==> src/sv/tlf_pkg.sv <==
`timescale 1ns / 1ps
package tlf_pkg;

	// register indexes on the configuration port
	localparam int CFG_IDX_W = 3;
	localparam logic [CFG_IDX_W-1:0] CFG_NUMBER_NONBLANK  = 3'd0;
	localparam logic [CFG_IDX_W-1:0] CFG_SHOW_ENDS        = 3'd1;
	localparam logic [CFG_IDX_W-1:0] CFG_NUMBER_ALL       = 3'd2;
	localparam logic [CFG_IDX_W-1:0] CFG_SQUEEZE_BLANK    = 3'd3;
	localparam logic [CFG_IDX_W-1:0] CFG_SHOW_TABS        = 3'd4;
	localparam logic [CFG_IDX_W-1:0] CFG_SHOW_NONPRINTING = 3'd5;

	// character codes
	localparam logic [7:0] CH_TAB       = 8'h09;
	localparam logic [7:0] CH_NL        = 8'h0A;
	localparam logic [7:0] CH_SPACE     = 8'h20;
	localparam logic [7:0] CH_DOLLAR    = 8'h24;
	localparam logic [7:0] CH_QMARK     = 8'h3F;
	localparam logic [7:0] CH_I         = 8'h49;
	localparam logic [7:0] CH_CARET     = 8'h5E;
	localparam logic [7:0] CH_DEL       = 8'h7F;
	localparam logic [7:0] CH_PRINT_MIN = 8'h20;
	localparam logic [7:0] CTRL_OFFSET  = 8'h40;
	localparam logic [3:0] DIGIT_HI     = 4'h3;
	localparam logic [3:0] BCD_NINE     = 4'h9;

	// minimum width of the line number field
	localparam int NUM_FIELD_MIN = 6;

	typedef struct packed {
		logic number_nonblank;
		logic show_ends;
		logic number_all;
		logic squeeze_blank;
		logic show_tabs;
		logic show_nonprinting;
	} tlf_cfg_t;

	// one queued job: optional number field, then one or two bytes
	typedef struct packed {
		logic       num;
		logic       two;
		logic [7:0] b0;
		logic [7:0] b1;
	} tlf_ctl_t;

	typedef struct packed {
		logic full;
		logic empty;
	} tlf_qstat_t;

	typedef enum logic [2:0] {
		PH_START,
		PH_NUM,
		PH_TAB,
		PH_B0,
		PH_B1
	} tlf_phase_t;

endpackage

==> src/sv/tlf_front.sv <==
`timescale 1ns / 1ps
module tlf_front #(
	parameter int MAX_DIGITS = 8
) (
	input  logic                             clk,
	input  logic                             arst_n,
	input  logic                             cfg_we,
	input  logic [tlf_pkg::CFG_IDX_W-1:0]    cfg_index,
	input  logic                             cfg_data,
	input  logic                             in_valid,
	input  logic [7:0]                       in_byte,
	output logic                             in_stall,
	input  tlf_pkg::tlf_qstat_t              q_stat,
	output logic                             q_push,
	output tlf_pkg::tlf_ctl_t                q_ctl,
	output logic [4*MAX_DIGITS-1:0]          q_bcd
);
	import tlf_pkg::*;

	localparam int BW = 4 * MAX_DIGITS;

	tlf_cfg_t        cfg_q;
	logic [BW-1:0]   line_number_q;
	logic            at_line_start_q;
	logic            prev_blank_q;

	logic            accept;
	logic            blank;
	logic            drop;
	logic            prev_blank_d;
	logic            numbered;
	logic [BW-1:0]   line_inc;
	logic            all_nines;
	logic            carry;
	logic [3:0]      dig;

	// config registers
	always_ff @(posedge clk or negedge arst_n) begin
		if (!arst_n) begin
			cfg_q <= '0;
		end else if (cfg_we) begin
			case (cfg_index)
				CFG_NUMBER_NONBLANK:  cfg_q.number_nonblank  <= cfg_data;
				CFG_SHOW_ENDS:        cfg_q.show_ends        <= cfg_data;
				CFG_NUMBER_ALL:       cfg_q.number_all       <= cfg_data;
				CFG_SQUEEZE_BLANK:    cfg_q.squeeze_blank    <= cfg_data;
				CFG_SHOW_TABS:        cfg_q.show_tabs        <= cfg_data;
				CFG_SHOW_NONPRINTING: cfg_q.show_nonprinting <= cfg_data;
				default: ;
			endcase
		end
	end

	assign in_stall = q_stat.full;
	assign accept   = in_valid && !q_stat.full;
	assign blank    = (in_byte == CH_NL);

	// line start decisions
	always_comb begin
		drop         = 1'b0;
		prev_blank_d = prev_blank_q;
		numbered     = 1'b0;
		if (at_line_start_q) begin
			if (cfg_q.squeeze_blank && blank && prev_blank_q)
				drop = 1'b1;
			prev_blank_d = cfg_q.squeeze_blank && blank;
			if (cfg_q.number_nonblank)
				numbered = !blank;
			else
				numbered = cfg_q.number_all;
		end
	end

	// byte classification
	always_comb begin
		q_ctl     = '0;
		q_ctl.num = numbered;
		q_ctl.b0  = in_byte;
		if (in_byte == CH_TAB && cfg_q.show_tabs) begin
			q_ctl.two = 1'b1;
			q_ctl.b0  = CH_CARET;
			q_ctl.b1  = CH_I;
		end else if (blank) begin
			q_ctl.two = cfg_q.show_ends;
			q_ctl.b0  = cfg_q.show_ends ? CH_DOLLAR : CH_NL;
			q_ctl.b1  = CH_NL;
		end else if (cfg_q.show_nonprinting && in_byte != CH_TAB &&
				(in_byte < CH_PRINT_MIN || in_byte[7])) begin
			q_ctl.two = 1'b1;
			q_ctl.b0  = CH_CARET;
			q_ctl.b1  = in_byte + CTRL_OFFSET;
		end else if (cfg_q.show_nonprinting && in_byte == CH_DEL) begin
			q_ctl.two = 1'b1;
			q_ctl.b0  = CH_CARET;
			q_ctl.b1  = CH_QMARK;
		end
	end

	assign q_push = accept && !drop;
	assign q_bcd  = line_number_q;

	// saturating BCD increment, ripple over the digits
	always_comb begin
		all_nines = 1'b1;
		carry     = 1'b1;
		line_inc  = line_number_q;
		for (int p = 0; p < MAX_DIGITS; p++) begin
			dig = line_number_q[4*p +: 4];
			if (dig != BCD_NINE)
				all_nines = 1'b0;
			if (carry) begin
				if (dig >= BCD_NINE) begin
					line_inc[4*p +: 4] = 4'h0;
				end else begin
					line_inc[4*p +: 4] = dig + 4'h1;
					carry = 1'b0;
				end
			end
		end
		if (all_nines)
			line_inc = line_number_q;
	end

	always_ff @(posedge clk or negedge arst_n) begin
		if (!arst_n) begin
			line_number_q   <= BW'(1);
			at_line_start_q <= 1'b1;
			prev_blank_q    <= 1'b0;
		end else if (q_push) begin
			at_line_start_q <= blank;
			prev_blank_q    <= prev_blank_d;
			if (numbered)
				line_number_q <= line_inc;
		end
	end

endmodule

==> src/sv/tlf_fifo.sv <==
`timescale 1ns / 1ps
module tlf_fifo #(
	parameter int DW    = 8,
	parameter int DEPTH = 4
) (
	input  logic                clk,
	input  logic                arst_n,
	input  logic                push,
	input  logic [DW-1:0]       din,
	input  logic                pop,
	output logic [DW-1:0]       dout,
	output tlf_pkg::tlf_qstat_t stat
);
	import tlf_pkg::*;

	// DEPTH is a power of two; pointers wrap naturally
	localparam int AW = $clog2(DEPTH);
	localparam int CW = $clog2(DEPTH + 1);

	logic [DW-1:0] mem_q [DEPTH];
	logic [AW-1:0] wr_ptr_q;
	logic [AW-1:0] rd_ptr_q;
	logic [CW-1:0] count_q;

	assign stat.full  = (count_q == CW'(DEPTH));
	assign stat.empty = (count_q == '0);
	assign dout       = mem_q[rd_ptr_q];

	always_ff @(posedge clk) begin
		if (push)
			mem_q[wr_ptr_q] <= din;
	end

	always_ff @(posedge clk or negedge arst_n) begin
		if (!arst_n) begin
			wr_ptr_q <= '0;
			rd_ptr_q <= '0;
			count_q  <= '0;
		end else begin
			if (push)
				wr_ptr_q <= wr_ptr_q + AW'(1);
			if (pop)
				rd_ptr_q <= rd_ptr_q + AW'(1);
			if (push && !pop)
				count_q <= count_q + CW'(1);
			else if (pop && !push)
				count_q <= count_q - CW'(1);
		end
	end

endmodule

==> src/sv/tlf_back.sv <==
`timescale 1ns / 1ps
module tlf_back #(
	parameter int MAX_DIGITS = 8
) (
	input  logic                    clk,
	input  logic                    arst_n,
	input  logic                    q_empty,
	input  tlf_pkg::tlf_ctl_t       q_ctl,
	input  logic [4*MAX_DIGITS-1:0] q_bcd,
	output logic                    q_pop,
	output logic                    out_valid,
	input  logic                    out_stall,
	output logic [7:0]              out_byte,
	output logic                    last
);
	import tlf_pkg::*;

	localparam int PW = $clog2(MAX_DIGITS + 1);
	localparam int IW = $clog2(MAX_DIGITS);

	tlf_phase_t    phase_q, phase_d, cur_phase;
	logic [PW-1:0] p_q, p_d, cur_p;
	logic [PW-1:0] sig;
	logic [PW-1:0] field_w;
	logic [3:0]    dig;
	logic          load;
	logic [7:0]    byte_d;
	logic          last_d;
	logic          out_valid_q;
	logic [7:0]    out_byte_q;
	logic          last_q;

	// significant digits and field width of the head entry
	always_comb begin
		sig = PW'(1);
		for (int p = 0; p < MAX_DIGITS; p++)
			if (q_bcd[4*p +: 4] != 4'h0)
				sig = PW'(p + 1);
		field_w = (sig > PW'(NUM_FIELD_MIN)) ? sig : PW'(NUM_FIELD_MIN);
	end

	assign load = !q_empty && (!out_valid_q || !out_stall);

	always_comb begin
		if (phase_q == PH_START) begin
			cur_phase = q_ctl.num ? PH_NUM : PH_B0;
			cur_p     = field_w - PW'(1);
		end else begin
			cur_phase = phase_q;
			cur_p     = p_q;
		end
		dig     = q_bcd[4*cur_p[IW-1:0] +: 4];
		phase_d = phase_q;
		p_d     = p_q;
		byte_d  = CH_SPACE;
		last_d  = 1'b0;
		q_pop   = 1'b0;
		if (load) begin
			case (cur_phase)
				PH_NUM: begin
					byte_d  = (cur_p < sig) ? {DIGIT_HI, dig} : CH_SPACE;
					phase_d = (cur_p == '0) ? PH_TAB : PH_NUM;
					p_d     = cur_p - PW'(1);
				end
				PH_TAB: begin
					byte_d  = CH_TAB;
					phase_d = PH_B0;
				end
				PH_B0: begin
					byte_d = q_ctl.b0;
					if (q_ctl.two) begin
						phase_d = PH_B1;
					end else begin
						last_d  = 1'b1;
						q_pop   = 1'b1;
						phase_d = PH_START;
					end
				end
				PH_B1: begin
					byte_d  = q_ctl.b1;
					last_d  = 1'b1;
					q_pop   = 1'b1;
					phase_d = PH_START;
				end
				default: phase_d = PH_START;
			endcase
		end
	end

	always_ff @(posedge clk or negedge arst_n) begin
		if (!arst_n) begin
			phase_q     <= PH_START;
			p_q         <= '0;
			out_valid_q <= 1'b0;
		end else begin
			phase_q <= phase_d;
			p_q     <= p_d;
			if (load)
				out_valid_q <= 1'b1;
			else if (!out_stall)
				out_valid_q <= 1'b0;
		end
	end

	always_ff @(posedge clk) begin
		if (load) begin
			out_byte_q <= byte_d;
			last_q     <= last_d;
		end
	end

	assign out_valid = out_valid_q;
	assign out_byte  = out_byte_q;
	assign last      = last_q;

endmodule

==> src/sv/text_line_formatter_top.sv <==
`timescale 1ns / 1ps
// Text line formatter: byte stream filter with line numbering, blank line
// squeezing, end marks and caret display of tabs and control bytes.
// Input channel: in_valid / in_stall carrying in_byte, one raw byte a beat.
// Output channel: out_valid / out_stall carrying out_byte and last; last
// marks the final output beat produced by one input byte.
// Config: cfg_we / cfg_index / cfg_data, one bit per register. The user
// must write them only while the block is idle; the block does not
// enforce this. Unknown indexes are ignored.
// Throughput: one output beat per cycle while a job waits and out_stall
// is low, set by the back end output register. A byte of n beats (up to
// max(MAX_DIGITS, NUM_FIELD_MIN) + 3) holds the back end until all n are
// out; the front keeps taking bytes until the queue of QUEUE_DEPTH jobs
// fills, then raises in_stall. A squeezed blank line produces no beats.
// Reset: config cleared, line number one, at line start, queue emptied,
// out_valid low.
// Receiver stall: the output beat holds; the queue then fills and in_stall
// rises. Each side otherwise runs on its own.
module text_line_formatter_top #(
	parameter int MAX_DIGITS  = 8,
	parameter int QUEUE_DEPTH = 4
) (
	input  logic                          clk,
	input  logic                          arst_n,
	input  logic                          cfg_we,
	input  logic [tlf_pkg::CFG_IDX_W-1:0] cfg_index,
	input  logic                          cfg_data,
	input  logic                          in_valid,
	output logic                          in_stall,
	input  logic [7:0]                    in_byte,
	output logic                          out_valid,
	input  logic                          out_stall,
	output logic [7:0]                    out_byte,
	output logic                          last
);
	import tlf_pkg::*;

	localparam int BW = 4 * MAX_DIGITS;
	localparam int DW = $bits(tlf_ctl_t) + BW;

	tlf_qstat_t      q_stat;
	logic            q_push;
	logic            q_pop;
	tlf_ctl_t        push_ctl;
	logic [BW-1:0]   push_bcd;
	tlf_ctl_t        head_ctl;
	logic [BW-1:0]   head_bcd;
	logic [DW-1:0]   head_data;

	// front: config, line state, classification, line number
	tlf_front #(.MAX_DIGITS(MAX_DIGITS)) u_front (
		.clk       (clk),
		.arst_n    (arst_n),
		.cfg_we    (cfg_we),
		.cfg_index (cfg_index),
		.cfg_data  (cfg_data),
		.in_valid  (in_valid),
		.in_byte   (in_byte),
		.in_stall  (in_stall),
		.q_stat    (q_stat),
		.q_push    (q_push),
		.q_ctl     (push_ctl),
		.q_bcd     (push_bcd)
	);

	// job queue between front and back
	tlf_fifo #(.DW(DW), .DEPTH(QUEUE_DEPTH)) u_fifo (
		.clk    (clk),
		.arst_n (arst_n),
		.push   (q_push),
		.din    ({push_ctl, push_bcd}),
		.pop    (q_pop),
		.dout   (head_data),
		.stat   (q_stat)
	);

	assign head_ctl = head_data[DW-1:BW];
	assign head_bcd = head_data[BW-1:0];

	// back: expands one job into output beats
	tlf_back #(.MAX_DIGITS(MAX_DIGITS)) u_back (
		.clk       (clk),
		.arst_n    (arst_n),
		.q_empty   (q_stat.empty),
		.q_ctl     (head_ctl),
		.q_bcd     (head_bcd),
		.q_pop     (q_pop),
		.out_valid (out_valid),
		.out_stall (out_stall),
		.out_byte  (out_byte),
		.last      (last)
	);

`ifndef SYNTHESIS
	// never push into a full queue
	a_no_overflow: assert property (@(posedge clk) disable iff (!arst_n)
		q_push |-> !q_stat.full)
		else $error("push into full queue");

	// an output beat only ever appears with a job at the queue head
	a_beat_from_job: assert property (@(posedge clk) disable iff (!arst_n)
		$rose(out_valid) |-> $past(!q_stat.empty))
		else $error("output beat without a queued job");

	// a waiting job with a free output register always produces a beat
	a_back_progress: assert property (@(posedge clk) disable iff (!arst_n)
		(!q_stat.empty && (!out_valid || !out_stall)) |=> out_valid)
		else $error("back end stalled with work pending");
`endif

endmodule
==> config.mk <==
export PLATFORM = sky130hd
export DESIGN_NAME = text_line_formatter_top
export DESIGN_NICKNAME = d
export VERILOG_FILES = /design/src/sv/tlf_pkg.sv /design/src/sv/tlf_front.sv /design/src/sv/tlf_fifo.sv /design/src/sv/tlf_back.sv /design/src/sv/text_line_formatter_top.sv
export SDC_FILE = /design/constraint.sdc
export NUM_CORES = 1
export LEC_CHECK = 0
export CORE_MARGIN = 2
export CORE_UTILIZATION = 57
export CTS_CLUSTER_DIAMETER = 60
export CTS_CLUSTER_SIZE = 14
export DETAILED_ROUTE_END_ITERATION = 16
export DONT_BUFFER_PORTS = 1
export PLACE_DENSITY = 0.83
export SLEW_MARGIN = 20
export SYNTH_ARGS = -nofsm -noshare
export SYNTH_HDL_FRONTEND = slang
export SYNTH_SLANG_ARGS = --single-unit
export TNS_END_PERCENT = 1
==> constraint.sdc <==
create_clock -name clk -period 3.7 [get_ports clk]
set_input_delay 0.185 -clock clk [delete_from_list [all_inputs] [get_ports clk]]
set_output_delay 0.185 -clock clk [all_outputs]
set_load 0.1 [all_outputs]
==> qor.yml <==
floorplanning:
  core_sq_um: 20100
  die_area_sq_um: 21500
  fp.dieW_um: 147
  fp.dieH_um: 147
  start_util_pct: 57.8
  ios: 28
  row_count: 52
layout:
  nets: 836
  stdcell_count: 1068
  insertedDiodeCount: 0
  fin_area_sq_um: 13000
  area_delta_synth_final_pct: 11.6
  drive_gt1_share_pct: 18.5
clock_tree:
  clock_sinks: 264
  clk_latency_ns: 0.51
  clkTransAtPathRegs_ns: 0.07
  htreeDepth: 1
  root_buffer: "clkbuf_16"
  cts_tree: "done"
  cts_buffer_depth: 3
  numCtsBuffers: 22
route:
  drc: 0
  drtAntennaViolNets: 0
  wire_per_inst_um: 24.6
  first_pass_iters: 5
  routed_wirelength_um: 26300
  vias: 7001
  drt_iter0_markers: 820
  routed_via_density: 6.56
power:
  p_switching_mw: 3.23
  power.share.sequential_pct: 47.4
  internal-power_mw: 6.10
  switching_share_pct: 34.6
  clockPowerShare_pct: 23.2
  leakagePower_nw: 4.46
  comb_power_share_pct: 29.4
  vdd.ir_drop.worst_mv: 0.479
  powerDensity_nw_per_um2: 720
setup_path:
  slowest_stage: "mux4_2"
  crit_arrival_ns: 3.93
  worst_path_dominant_cell_family: "compound AO/OA/AOI/OAI gates"
  path_class: "reg -> reg"
  critPathMaxFanout: 11
  ff2ff_path_depth: 13
  path_depth: 13
  worst-path-buf-inv: 1
  required_ns: 4.04
  cp-start-kind: "flop"
  end_kind: "flop"
  max_stage_delay_ns: 0.57
  path_cells: "buf_12, mux4_2, nor4_4, nand2_1, a21oi_1, o21ai_0, ha_1, a21o_1, a2111oi_4, o21ai_2, a41oi_2, o21ai_4, o221ai_2"
logic_synthesis:
  syn_inst: 743
  yosysSeqAreaShare_pct: 65.9
  yosysTopAreaCell: "edfxtp_1"
  synth_seq_cells: 264
  synth-edff-count: 209
  yosysUniqueCellTypes: 68
  yosysMostFrequentCell: "edfxtp_1"
  synth_top_area_share_pct: 54.1
  syn_area_per_cell_sq_um: 15.6
  synthesis.area_sq_um: 11600
  synth_nets: 797
  synthFlopType: "edfxtp_1"
  yosys-top-cells-count: "edfxtp_1, nand2_1, mux4_2"
  synth_area_leaders: "edfxtp_1, dfrtp_1, mux4_2"
  async_flop_share_pct: 20.8
  ys_warn_count: 0
grt:
  gr-usage-met2_pct: 42.5
  grt_max_degree: 56
  busiest_layer: "met2"
  antenna_found_initial: 0
  globalRouteOverflowTotal: 0
  grtUsageMet3_pct: 3.60
  grt_pass1_wl_um: 40600
  grt_pass1_vias: 6985
  met1_usage_pct: 31.9
  grt_usage_pct: 24.6
outcome:
  status: "finished clean"
min_path:
  hold_path.class: "in -> reg"
  whs_path_depth: 2
timing:
  maxSlewViolCount: 0
  fin_worst_skew_ns: 0.0103
  final.min_clock_period_ns: 3.58
  tightestPinTransition_ns: 0.932
  slew_headroom_pct: 38.0
  fin_crit_sh_pct: 96.8
  hold_viol: 0
  setup-tns-final_ns: 0
  setup_viol: 0
  fmax_mhz: 279
place:
  gp_congestion: 0.896
  port_buffers: 0
  place_inst: 1006
  postPlaceCellArea_sq_um: 12000
  dp_hpwl_um: 16100
run:
  maxCapViolCount: 0
-- layout by cell type (no fill, tap or decap), types with 3 or more instances in the layout --
cell type      count
o21a_1             3
mux4_2            54
o21ai_0           30
nand3_1           26
buf_4             20
xnor2_1            4
or2_2              3
dlygate4sd3_1     12
nand4_1            5
nor2_1            38
nand4b_1           6
o21ai_1            6
a41oi_1            7
nand2_1           71
a22oi_1            4
nor4_4             4
dfrtp_1           51
and2_2             4
and2_1             4
mux2i_1            6
o211ai_1           4
clkbuf_16         24
mux2_2             9
buf_12             3
a21oi_1           19
nor2b_1            4
or3_1              3
nand2b_1          10
inv_1             29
edfxtp_1         209
ha_1              36
clkbuf_1          16
o31ai_1            5
nor3_1            10
and3_1             4
a21o_1             3
-- worst register-to-register path, stage by stage (launching register included) --
cell and delay, ns:
dfrtp_2 0.44, buf_12 0.18, mux4_2 0.58, nor4_4 0.38, nand2_1 0.13, a21oi_1 0.18
o21ai_0 0.13, ha_1 0.21, a21o_1 0.20, a2111oi_4 0.32, o21ai_2 0.11, a41oi_2 0.22
o21ai_4 0.13, o221ai_2 0.19
-- worst paths after layout --
path | slack [ns] | end | start
setup / recovery | 0.12 | u_back.out_byte[0]$_DFFE_PP_ | u_fifo.rd_ptr_q[0]$_DFFE_PN0P_
hold / removal | 0.01 | u_front.prev_blank_q$_DFFE_PN0P_ | in_valid
setup reg to reg | 0.12 | u_back.out_byte[0]$_DFFE_PP_ | u_fifo.rd_ptr_q[0]$_DFFE_PN0P_
hold reg to reg | 0.53 | u_front.cfg_q[3]$_DFFE_PN0P_ | u_front.cfg_q[3]$_DFFE_PN0P_
max in group asynchronous | 3.15 | u_front.q_bcd[0]$_DFFE_PN1P_ | arst_n
min in group asynchronous | 0.19 | u_back.phase_q[1]$_DFFE_PN0P_ | arst_n
-- per-layer routing --
metal  part of all wire [%]  up-vias
li1                       -     2954
met1                     36     3474
met2                     52      478
met3                    8.0       95
met4                    4.1        0
met5                      0        -
-- flip-flops by register name (all words and copies together) (netlist names) --
name                     flops
u_back.out_valid             1
u_fifo.mem_q               200
u_front.prev_blank_q         1
u_back.out_byte              8
u_front.at_line_start_q      1
u_back.p_q                   4
u_fifo.rd_ptr_q              2
u_back.last                  1
u_fifo.wr_ptr_q              2
u_front.cfg_q                6
u_front.q_bcd               32
u_back.phase_q               3
u_fifo.count_q               3
-- cell type report --
type,count,area (sq um)
clock buffer,40,649
fill,1268,7140
inverter,30,115
multi-input combinational,425,3790
sequential,264,7660
tap,270,338
timing repair buffer,39,405
-- per-stage QoR --
stage          hold WS [ns]  power, mW  utilization, %  worst slack, ns
3_5_place_dp         -0.107       6.90            59.6           0.0188
6_report             0.0101       9.33            64.5            0.117
2_1_floorplan        -0.111       6.24               -           0.0596
5_1_grt              0.0257       9.68            64.5          -0.0277
3_3_place_gp         -0.107       6.76            59.6            0.123
4_1_cts              0.0118       9.16            63.8           0.0299
-- power groups by stage --
stage | Combinational, mW | Sequential [mW] | Clock, mW
global route | 2.94 | 4.46 | 2.29
floorplan | 1.92 | 4.31 | 0
global placement | 2.35 | 4.41 | 0
finish | 2.75 | 4.42 | 2.16
CTS | 2.57 | 4.40 | 2.18
detailed placement | 2.45 | 4.45 | 0
-- timing repair --
action | 4_1_cts | 5_1_grt
endpoints found under the hold margin | 82 | 0
gates resized for setup | 8 | 8
gates cloned | 0 | 1
pin swaps | 1 | 5
setup endpoints to repair | 5 | 7
hold buffers | 13 | 0
setup buffers | 1 | 7
-- logic make-up after synthesis --
kind of cell,after synthesis,synth area share [%]
xor gates and xnor gates,6,0.453
buffers and inverters,54,2.17
and+or+nand+nor,211,9.46
AOI/OAI and AO/OA,102,6.08
adders and majority gates,37,4.05
DFF,264,65.9
muxes,69,11.9
(Power assumes the default switching activity.)
